--- src/hw/rtl/cvh_pkg.sv ---
package cvh_pkg;

  // widths of the channel fields
  localparam int FIELD_W = 16;
  localparam int SIZE_W  = 7;

  // point memory write data select
  typedef enum logic [1:0] {
    WR_IN,
    WR_T,
    WR_U
  } cvh_wsel_e;

  // operand set for the geometry unit
  typedef enum logic {
    GEO_SORT,
    GEO_SCAN
  } cvh_geo_e;

  // commands from controller to datapath
  typedef struct packed {
    logic      pt_wr;
    cvh_wsel_e pt_wsel;
    logic      pt_rd;
    logic      piv_rd;
    logic      piv_first;
    logic      ld_t;
    logic      ld_u;
    logic      ld_c;
    logic      geo_go;
    cvh_geo_e  geo_mode;
    logic      stk_wr;
    logic      stk_rd;
    logic      out_ld;
    logic      out_last;
  } cvh_cmd_t;

  // status from datapath to controller
  typedef struct packed {
    logic geo_done;
    logic ahead;
    logic left;
  } cvh_sts_t;

endpackage

--- src/hw/rtl/cvh_ctrl.sv ---
module cvh_ctrl #(
  parameter int MAX_POINTS = 64,
  parameter int IDX_W      = 6,
  parameter int CNT_W      = 7
) (
  input  logic              clk_i,
  input  logic              rst_ni,
  input  logic              in_valid_i,
  input  logic              in_last_i,
  input  logic              out_ready_i,
  input  cvh_pkg::cvh_sts_t sts_i,
  output logic              in_ready_o,
  output logic              out_valid_o,
  output cvh_pkg::cvh_cmd_t cmd_o,
  output logic [IDX_W-1:0]  pt_waddr_o,
  output logic [IDX_W-1:0]  pt_raddr_o,
  output logic [IDX_W-1:0]  stk_waddr_o,
  output logic [IDX_W-1:0]  stk_raddr0_o,
  output logic [IDX_W-1:0]  stk_raddr1_o,
  output logic [CNT_W-1:0]  out_size_o
);

  typedef enum logic [3:0] {
    ST_LOAD,
    ST_PIV,
    ST_PIV_END,
    ST_S_RDT,
    ST_S_LDT,
    ST_S_J,
    ST_S_LDU,
    ST_S_WAIT,
    ST_C_RD,
    ST_C_LDC,
    ST_C_STK,
    ST_C_GO,
    ST_C_WAIT,
    ST_O_RD,
    ST_O_LD,
    ST_O_HS
  } state_e;

  localparam logic [CNT_W-1:0] MaxCnt = CNT_W'(MAX_POINTS);
  localparam logic [CNT_W-1:0] One    = CNT_W'(1);
  localparam logic [CNT_W-1:0] Two    = CNT_W'(2);

  state_e           state_q;
  logic [CNT_W-1:0] cnt_q, n_q, i_q, j_q, dep_q;
  logic             in_ready_q, out_valid_q;
  logic             in_acc, i_end, k_end;
  logic [CNT_W-1:0] j_m1, dep_m1, dep_m2;

  assign in_acc = in_valid_i && in_ready_q;
  assign i_end  = (i_q + One) == n_q;
  assign k_end  = (i_q + One) == dep_q;
  assign j_m1   = j_q - One;
  assign dep_m1 = dep_q - One;
  assign dep_m2 = dep_q - Two;

  // sequencer: load, pivot, insertion sort, stack scan, emit
  always_ff @(posedge clk_i or negedge rst_ni) begin
    if (!rst_ni) begin
      state_q     <= ST_LOAD;
      cnt_q       <= '0;
      n_q         <= '0;
      i_q         <= '0;
      j_q         <= '0;
      dep_q       <= '0;
      in_ready_q  <= 1'b1;
      out_valid_q <= 1'b0;
    end else begin
      unique case (state_q)
        ST_LOAD: begin
          if (in_acc) begin
            if (cnt_q < MaxCnt) cnt_q <= cnt_q + One;
            if (in_last_i) begin
              n_q        <= (cnt_q < MaxCnt) ? cnt_q + One : cnt_q;
              i_q        <= '0;
              in_ready_q <= 1'b0;
              state_q    <= ST_PIV;
            end
          end
        end
        ST_PIV: begin
          i_q <= i_q + One;
          if (i_end) state_q <= ST_PIV_END;
        end
        ST_PIV_END: begin
          if (n_q < Two) begin
            i_q     <= '0;
            dep_q   <= '0;
            state_q <= ST_C_RD;
          end else begin
            i_q     <= One;
            state_q <= ST_S_RDT;
          end
        end
        ST_S_RDT: state_q <= ST_S_LDT;
        ST_S_LDT: begin
          j_q     <= i_q;
          state_q <= ST_S_J;
        end
        ST_S_J: begin
          if (j_q == '0) begin
            if (i_end) begin
              i_q     <= '0;
              dep_q   <= '0;
              state_q <= ST_C_RD;
            end else begin
              i_q     <= i_q + One;
              state_q <= ST_S_RDT;
            end
          end else begin
            state_q <= ST_S_LDU;
          end
        end
        ST_S_LDU: state_q <= ST_S_WAIT;
        ST_S_WAIT: begin
          if (sts_i.geo_done) begin
            if (sts_i.ahead) begin
              j_q     <= j_m1;
              state_q <= ST_S_J;
            end else if (i_end) begin
              i_q     <= '0;
              dep_q   <= '0;
              state_q <= ST_C_RD;
            end else begin
              i_q     <= i_q + One;
              state_q <= ST_S_RDT;
            end
          end
        end
        ST_C_RD:  state_q <= ST_C_LDC;
        ST_C_LDC: state_q <= ST_C_STK;
        ST_C_STK: begin
          if (dep_q < Two) begin
            dep_q <= dep_q + One;
            if (i_end) begin
              i_q     <= '0;
              state_q <= ST_O_RD;
            end else begin
              i_q     <= i_q + One;
              state_q <= ST_C_RD;
            end
          end else begin
            state_q <= ST_C_GO;
          end
        end
        ST_C_GO: state_q <= ST_C_WAIT;
        ST_C_WAIT: begin
          if (sts_i.geo_done) begin
            if (!sts_i.left) begin
              dep_q   <= dep_m1;
              state_q <= ST_C_STK;
            end else begin
              dep_q <= dep_q + One;
              if (i_end) begin
                i_q     <= '0;
                state_q <= ST_O_RD;
              end else begin
                i_q     <= i_q + One;
                state_q <= ST_C_RD;
              end
            end
          end
        end
        ST_O_RD: state_q <= ST_O_LD;
        ST_O_LD: begin
          out_valid_q <= 1'b1;
          state_q     <= ST_O_HS;
        end
        ST_O_HS: begin
          if (out_ready_i) begin
            out_valid_q <= 1'b0;
            if (k_end) begin
              cnt_q      <= '0;
              in_ready_q <= 1'b1;
              state_q    <= ST_LOAD;
            end else begin
              i_q     <= i_q + One;
              state_q <= ST_O_RD;
            end
          end
        end
        default: state_q <= ST_LOAD;
      endcase
    end
  end

  // datapath commands
  always_comb begin
    cmd_o          = '0;
    cmd_o.pt_wsel  = cvh_pkg::WR_IN;
    cmd_o.geo_mode = cvh_pkg::GEO_SORT;
    pt_waddr_o     = '0;
    pt_raddr_o     = '0;
    stk_waddr_o    = '0;
    stk_raddr0_o   = '0;
    stk_raddr1_o   = '0;
    unique case (state_q)
      ST_LOAD: begin
        cmd_o.pt_wr = in_acc && (cnt_q < MaxCnt);
        pt_waddr_o  = cnt_q[IDX_W-1:0];
      end
      ST_PIV: begin
        cmd_o.pt_rd     = 1'b1;
        cmd_o.piv_rd    = 1'b1;
        cmd_o.piv_first = (i_q == '0);
        pt_raddr_o      = i_q[IDX_W-1:0];
      end
      ST_S_RDT, ST_C_RD: begin
        cmd_o.pt_rd = 1'b1;
        pt_raddr_o  = i_q[IDX_W-1:0];
      end
      ST_S_LDT: cmd_o.ld_t = 1'b1;
      ST_S_J: begin
        if (j_q == '0) begin
          cmd_o.pt_wr   = 1'b1;
          cmd_o.pt_wsel = cvh_pkg::WR_T;
        end else begin
          cmd_o.pt_rd = 1'b1;
          pt_raddr_o  = j_m1[IDX_W-1:0];
        end
      end
      ST_S_LDU: begin
        cmd_o.ld_u   = 1'b1;
        cmd_o.geo_go = 1'b1;
      end
      ST_S_WAIT: begin
        cmd_o.pt_wr   = sts_i.geo_done;
        cmd_o.pt_wsel = sts_i.ahead ? cvh_pkg::WR_U : cvh_pkg::WR_T;
        pt_waddr_o    = j_q[IDX_W-1:0];
      end
      ST_C_LDC: cmd_o.ld_c = 1'b1;
      ST_C_STK: begin
        if (dep_q < Two) begin
          cmd_o.stk_wr = 1'b1;
          stk_waddr_o  = dep_q[IDX_W-1:0];
        end else begin
          cmd_o.stk_rd = 1'b1;
          stk_raddr0_o = dep_m1[IDX_W-1:0];
          stk_raddr1_o = dep_m2[IDX_W-1:0];
        end
      end
      ST_C_GO: begin
        cmd_o.geo_go   = 1'b1;
        cmd_o.geo_mode = cvh_pkg::GEO_SCAN;
      end
      ST_C_WAIT: begin
        cmd_o.geo_mode = cvh_pkg::GEO_SCAN;
        cmd_o.stk_wr   = sts_i.geo_done && sts_i.left;
        stk_waddr_o    = dep_q[IDX_W-1:0];
      end
      ST_O_RD: begin
        cmd_o.stk_rd = 1'b1;
        stk_raddr0_o = i_q[IDX_W-1:0];
      end
      ST_O_LD: begin
        cmd_o.out_ld   = 1'b1;
        cmd_o.out_last = k_end;
      end
      default: ;
    endcase
  end

  assign in_ready_o  = in_ready_q;
  assign out_valid_o = out_valid_q;
  assign out_size_o  = dep_q;

endmodule

--- config.mk ---
export PLATFORM = sky130hd
export DESIGN_NAME = cvh_ctrl
export DESIGN_NICKNAME = d
export VERILOG_FILES = /design/src/hw/rtl/cvh_pkg.sv /design/src/hw/rtl/cvh_ctrl.sv
export SDC_FILE = /design/constraint.sdc
export NUM_CORES = 1
export LEC_CHECK = 0
export ABC_CLOCK_PERIOD_IN_PS = 7600
export BUFFER_PORTS_ARGS = -buffer_cell sky130_fd_sc_hd__buf_4
export CAP_MARGIN = 0
export CORE_ASPECT_RATIO = 1.1
export CORE_MARGIN = 3
export CORE_UTILIZATION = 40
export CTS_CLUSTER_SIZE = 10
export DETAILED_ROUTE_END_ITERATION = 10
export GPL_ROUTABILITY_DRIVEN = 1
export MAX_ROUTING_LAYER = met4
export PLACE_DENSITY = 0.68
export SLEW_MARGIN = 10
export SYNTH_ARGS = -nofsm -noshare
export SYNTH_HDL_FRONTEND = slang
export SYNTH_SLANG_ARGS = --single-unit
--- constraint.sdc ---
create_clock -name clk_i -period 7.6 [get_ports clk_i]
set_clock_uncertainty 0.05 [all_clocks]
set_input_delay 0 -clock clk_i [delete_from_list [all_inputs] [get_ports clk_i]]
set_output_delay 0 -clock clk_i [all_outputs]
set_load 0.005 [all_outputs]
; Yosys cells after proc, flatten, opt, wreduce, memory -nomap -nowiden
; Cells that the tools add are included.
[word_totals]
regBits = 41
out_inout_bits = 54
word_cells = 148
[classes]
addsub = 6
order_cmp = 3
eq_ne = 31
n_mux = 78
reduce_logical = 22
[op_table]
columns = cell, n
row1 = $mux W7, 25
row2 = $pmux W4 S16, 1
row3 = $pmux W7 S8, 1
row4 = $mux W4, 13
row5 = $pmux W6 S2, 4
row6 = $pmux W7 S5, 1
row7 = $eq A4 B4 Y1 const B, 8
row8 = $mux W6, 5
row9 = $ne A2 B2 Y1 const B, 14
row10 = $pmux W7 S2, 2
row11 = $add A7 B1 Y7 const B, 3
row12 = $eq A4 B3 Y1 const B, 4
row13 = $eq A7 B7 Y1, 2
row14 = $logic_not A7 Y1, 2
row15 = $lt A7 B2 Y1 const B, 2
row16 = $mux W1, 14
row17 = $sub A7 B1 Y7 const B, 2
row18 = $reduce_and A11 Y1, 1
row19 = $pmux W1 S2, 5
row20 = $eq A4 B2 Y1 const B, 2
row21 = $reduce_bool A8 Y1, 1
row22 = $lt A7 B7 Y1 const B, 1
row23 = $reduce_and A7 Y1, 1
row24 = $mux W2, 3
row25 = other kinds (16), 23

; Logic depth before layout (Yosys ltp)
[depth]
depth_word = 6
mapped_depth = 10
depth_no_buf = 9

; Worst setup path before layout
; Ideal clock, no wire load.
[synth_timing]
path_type = register -> register
from = register i_q[0]
to = register i_q[2]
setup_ns = 0.121
arrival_time_ns = 2.840
t_required_ns = 7.429
setup_slack_ns = 4.589
path_stages_with_launch = 11
n_path_buf = 1
synth_period_minus_slack_ns = 3.011
path_cell_list = dfrtp_1 > buf_4 > inv_1 > ha_1 > xor2_1 > a211o_1 > a2111o_1 > or4b_4 > nor4b_4 > and2b_4 > a22o_1
[synth_via]
elab_chain_len = 6
[synth_rtl]
columns = item, line_no
row1 = "start, declared", cvh_ctrl.sv:47  ; logic [CNT_W-1:0] cnt_q, n_q, i_q, j_q, dep_q;
row2 = "start signal, assigned", cvh_ctrl.sv:84  ; i_q <= i_q + One;
row3 = "start signal, assigned", cvh_ctrl.sv:93  ; i_q <= One;
row4 = "start signal, assigned", cvh_ctrl.sv:109  ; i_q <= i_q + One;
row5 = $add A7 B1 Y7 *, --
row6 = $eq A7 B7 Y1, cvh_ctrl.sv:53  ; assign i_end = (i_q + One) == n_q;
row7 = $mux W7, --
row8 = "$mux W7, on equally long branches", "cvh_ctrl.sv:151, cvh_ctrl.sv:119"
row9 = "$mux W7, on equally long branches", "cvh_ctrl.sv:150, cvh_ctrl.sv:118"
row10 = $pmux W7 S8, cvh_ctrl.sv:71  ; unique case (state_q)
; Every way passes the cells marked *; elsewhere a longest branch is shown, timed or not. The select of a mux whose other input is x is not followed.
; A chain may end at the register's enable or synchronous reset.

; Worst setup path after layout
[layout_timing]
from = register i_q[0]
to = register i_q[6]
; Same word-level chain as after synthesis.

==> results.yml <==
routing:
  drc: 0
  met3_wirelength_um: 889
  drt_pass1_iterations: 5
  avgViaCountPerCell: 5.87
  met1_length_mm: 5.12
  drt.antenna.violating_nets: 0
  drt_iter0_drc: 379
  route.met2.wl_mm: 5.26
  wl_mm: 11.6
  dr.max_layer_used: "met4"
  routedWlPerCell_um: 17.5
  vias: 3873
clock_tree:
  worst_skew_pair.late_latency_ps: 310
  clk_pin_slew_worst_paths_ps: 90
  cts_max_level: 2
  tritoncts_num_sinks: 41
  post-cts-setup-buffers: 0
  cts_max_path_buffers: 2
  clock_tree.root_cell: "sky130_fd_sc_hd__clkbuf_8"
  cts_tree: "yes"
  cts_buffers: 5
synth:
  async_flop_share_pct: 100
  synth.cell_area_sq_um: 3690
  post-synth-top-count-cell: "sky130_fd_sc_hd__nand2_1"
  postSynthAreaPerCell_sq_um: 7.31
  post_synth_edffs: 0
  synth-seq-area-share_pct: 27.8
  synth.largest_area_cell: "sky130_fd_sc_hd__dfrtp_1"
  synthesized_net_count: 522
  post_synth_most_frequent_cells: "sky130_fd_sc_hd__nand2_1 (70), sky130_fd_sc_hd__nor2_1 (65), sky130_fd_sc_hd__o21ai_0 (57)"
  netlist.area_leader.share_pct: 27.1
  netlist_top_cells_area: "sky130_fd_sc_hd__dfrtp_1 (27%), sky130_fd_sc_hd__o21ai_0 (7.7%), sky130_fd_sc_hd__nand2_1 (7.1%), sky130_fd_sc_hd__nor2_1 (6.6%), sky130_fd_sc_hd__xnor2_1 (4.5%)"
  ff_latch_count_synth: 41
  syn_inst: 505
  synth.lib_cells_used.distinct: 69
  synth_flop_cell: "sky130_fd_sc_hd__dfrtp_1"
  synth_warnings: 0
die:
  num_rows: 36
  floorplan.initialDensity_pct: 41.4
  die_area_sq_um: 10400
  floorplan.die.height_um: 107
  die_w_um: 97.6
  io_pins: 62
  fp.coreArea_sq_um: 8920
critical_path:
  critical_path.endpoint_type: "flip-flop"
  reg2reg_depth: 9
  critical_path_required_ps: 7750
  reg2reg_to: "i_q[6]"
  cp-start-kind: "flip-flop"
  critPathMaxFanout: 9
  worst-endpoint-arrival_ps: 3470
  ws_path_type: "flip-flop to flip-flop"
  reg2reg_from: "i_q[0]"
  worst-r2r-setup-slack_ps: 4280
sta:
  final_setup_viols: 0
  period_share_pct: 43.7
  unrepaired_setup_endpoints_after_global_routing: "no"
  timing.final.hold_violations: 0
  timing.final.crit_period_ps: 3320
  drv_slew: 0
  timing_worst_slew_pin_value_ps: 981
  fin_worst_hold_slack_ps: 25.2
  fmax_mhz: 301
  slew_headroom_pct: 34.0
  setup-tns-final_ps: 0
global_route:
  global_route_wire_length_before_repair_mm: 19.1
  track_usage_pct: 23.1
  grt_max_degree: 42
  grt_antenna_before_repair: 0
  globalRouteOverflowTotal: 0
  grt_pass1_vias: 3624
final_layout:
  area_growth_syn_to_layout_pct: 16.3
  post_layout_nets: 562
  final_layout_size_suffix_gt1_share_pct: 16.8
  layout.filler_cells: 941
  n_antenna_cell: 0
run:
  cap_viol_max_count: 0
hold_path:
  endpoint_of_the_worst_hold_path: "state_q[2]"
  count_of_cells_along_the_worst_hold_path: 3
  hold_path_class: "input port to flip-flop"
  hold_start: "sts_i[0]"
place:
  gp_routability_congestion: 0.914
  hpwl_mm: 8.58
  portBuffers: 61
pwr:
  ir_drop_v: 0.000135
  power_per_cell_area_nw_per_um2: 393
  total_leakage_power_uw: 0.00190
status:
  run_status: "finished, final reports clean"
where the power goes:
group | internal (uW) | leakage, uW | switching, uW | total (uW)
clock network | 69.5 | 0.0000511 | 95.4 | 165
registers | 282 | 0.000543 | 152 | 434
logic | 460 | 0.00131 | 625 | 1090
total | 812 | 0.00190 | 873 | 1680
registers in the layout (all words and copies together) (netlist names):
name / flops
cnt_q: 7
i_q: 7
in_ready_o: 1
j_q: 7
n_q: 7
out_size_o: 7
out_valid_o: 1
state_q: 4
metal layers:
layer | global-route usage (%) | vias to the layer above
met4 | 7.22 | 0
li1 | - | 1870
met5 | - | -
met1 | 31.4 | 1795
met3 | 3.97 | 27
met2 | 35.3 | 181
critical path, stage by stage, from the launching register on:
cell and delay, ps:
sky130_fd_sc_hd__dfrtp_1 530, sky130_fd_sc_hd__inv_1 140, sky130_fd_sc_hd__ha_1 370, sky130_fd_sc_hd__xor2_1 180, sky130_fd_sc_hd__a211o_1 290, sky130_fd_sc_hd__a2111o_1 400, sky130_fd_sc_hd__or4b_4 610, sky130_fd_sc_hd__nor4b_4 190
sky130_fd_sc_hd__and2b_4 230, sky130_fd_sc_hd__a22o_1 230
logic make-up after synthesis:
logic type | after synthesis | share of synthesized area (%)
compound gates | 151 | 25.6
xor+xnor | 32 | 7.60
fa+ha+maj | 9 | 3.05
buf+inv | 49 | 5.39
flops | 41 | 27.8
mux | 5 | 1.73
simple gates | 218 | 28.8
cell type report:
class	count	area [sq um]	area share, %
Tap cell	114	143	3.32
Clock buffer	5	68.8	1.60
Timing Repair Buffer	66	500	11.7
Multi-Input combinational cell	415	2460	57.4
Sequential cell	41	1030	23.9
Clock inverter	3	28.8	0.671
Inverter	16	60.1	1.40
what timing repair did:
action	CTS	global route
endpoints found under the hold margin	42	0
hold buffers	2	0
resized for setup	0	0
stage by stage:
stage	area (sq um)	setup WS (ps)	std cells	power [uW]	utilization (%)
2_1_floorplan	3690	4590	505	1180	-
3_3_place_gp	4170	4410	650	1490	46.8
3_5_place_dp	4170	4320	650	1500	46.8
4_1_cts	4290	4290	660	1670	48.1
5_1_grt	4290	4000	660	1830	48.1
6_report	4290	4280	660	1680	48.1
layout by cell type, fill, tap and decap left out, types with 4 or more instances in the layout:
cell type,n
sky130_fd_sc_hd__a21o_1,4
sky130_fd_sc_hd__a21oi_1,32
sky130_fd_sc_hd__a22o_1,9
sky130_fd_sc_hd__a31oi_1,7
sky130_fd_sc_hd__and3_1,9
sky130_fd_sc_hd__buf_4,64
sky130_fd_sc_hd__clkbuf_8,5
sky130_fd_sc_hd__dfrtp_1,40
sky130_fd_sc_hd__ha_1,9
sky130_fd_sc_hd__inv_1,16
sky130_fd_sc_hd__nand2_1,70
sky130_fd_sc_hd__nand2b_1,9
sky130_fd_sc_hd__nand3_1,11
sky130_fd_sc_hd__nand4_1,4
sky130_fd_sc_hd__nor2_1,65
sky130_fd_sc_hd__nor2b_1,5
sky130_fd_sc_hd__nor3_1,16
sky130_fd_sc_hd__o211ai_1,4
sky130_fd_sc_hd__o21ai_0,57
sky130_fd_sc_hd__o22ai_1,6
sky130_fd_sc_hd__or3_1,4
sky130_fd_sc_hd__xnor2_1,19
sky130_fd_sc_hd__xor2_1,13
how the worst max path moves through the flow:
stage / from / end / slack [ps]
floorplan: i_q[0] / i_q[2] / 4590
global placement: i_q[0] / i_q[6] / 4410
detailed placement: i_q[0] / i_q[2] / 4320
CTS: i_q[0] / i_q[6] / 4290
global route: out_size_o[2] / out_size_o[5] / 4000
finish: i_q[0] / i_q[6] / 4280
Note: power is estimated with default switching activity, not from simulation.
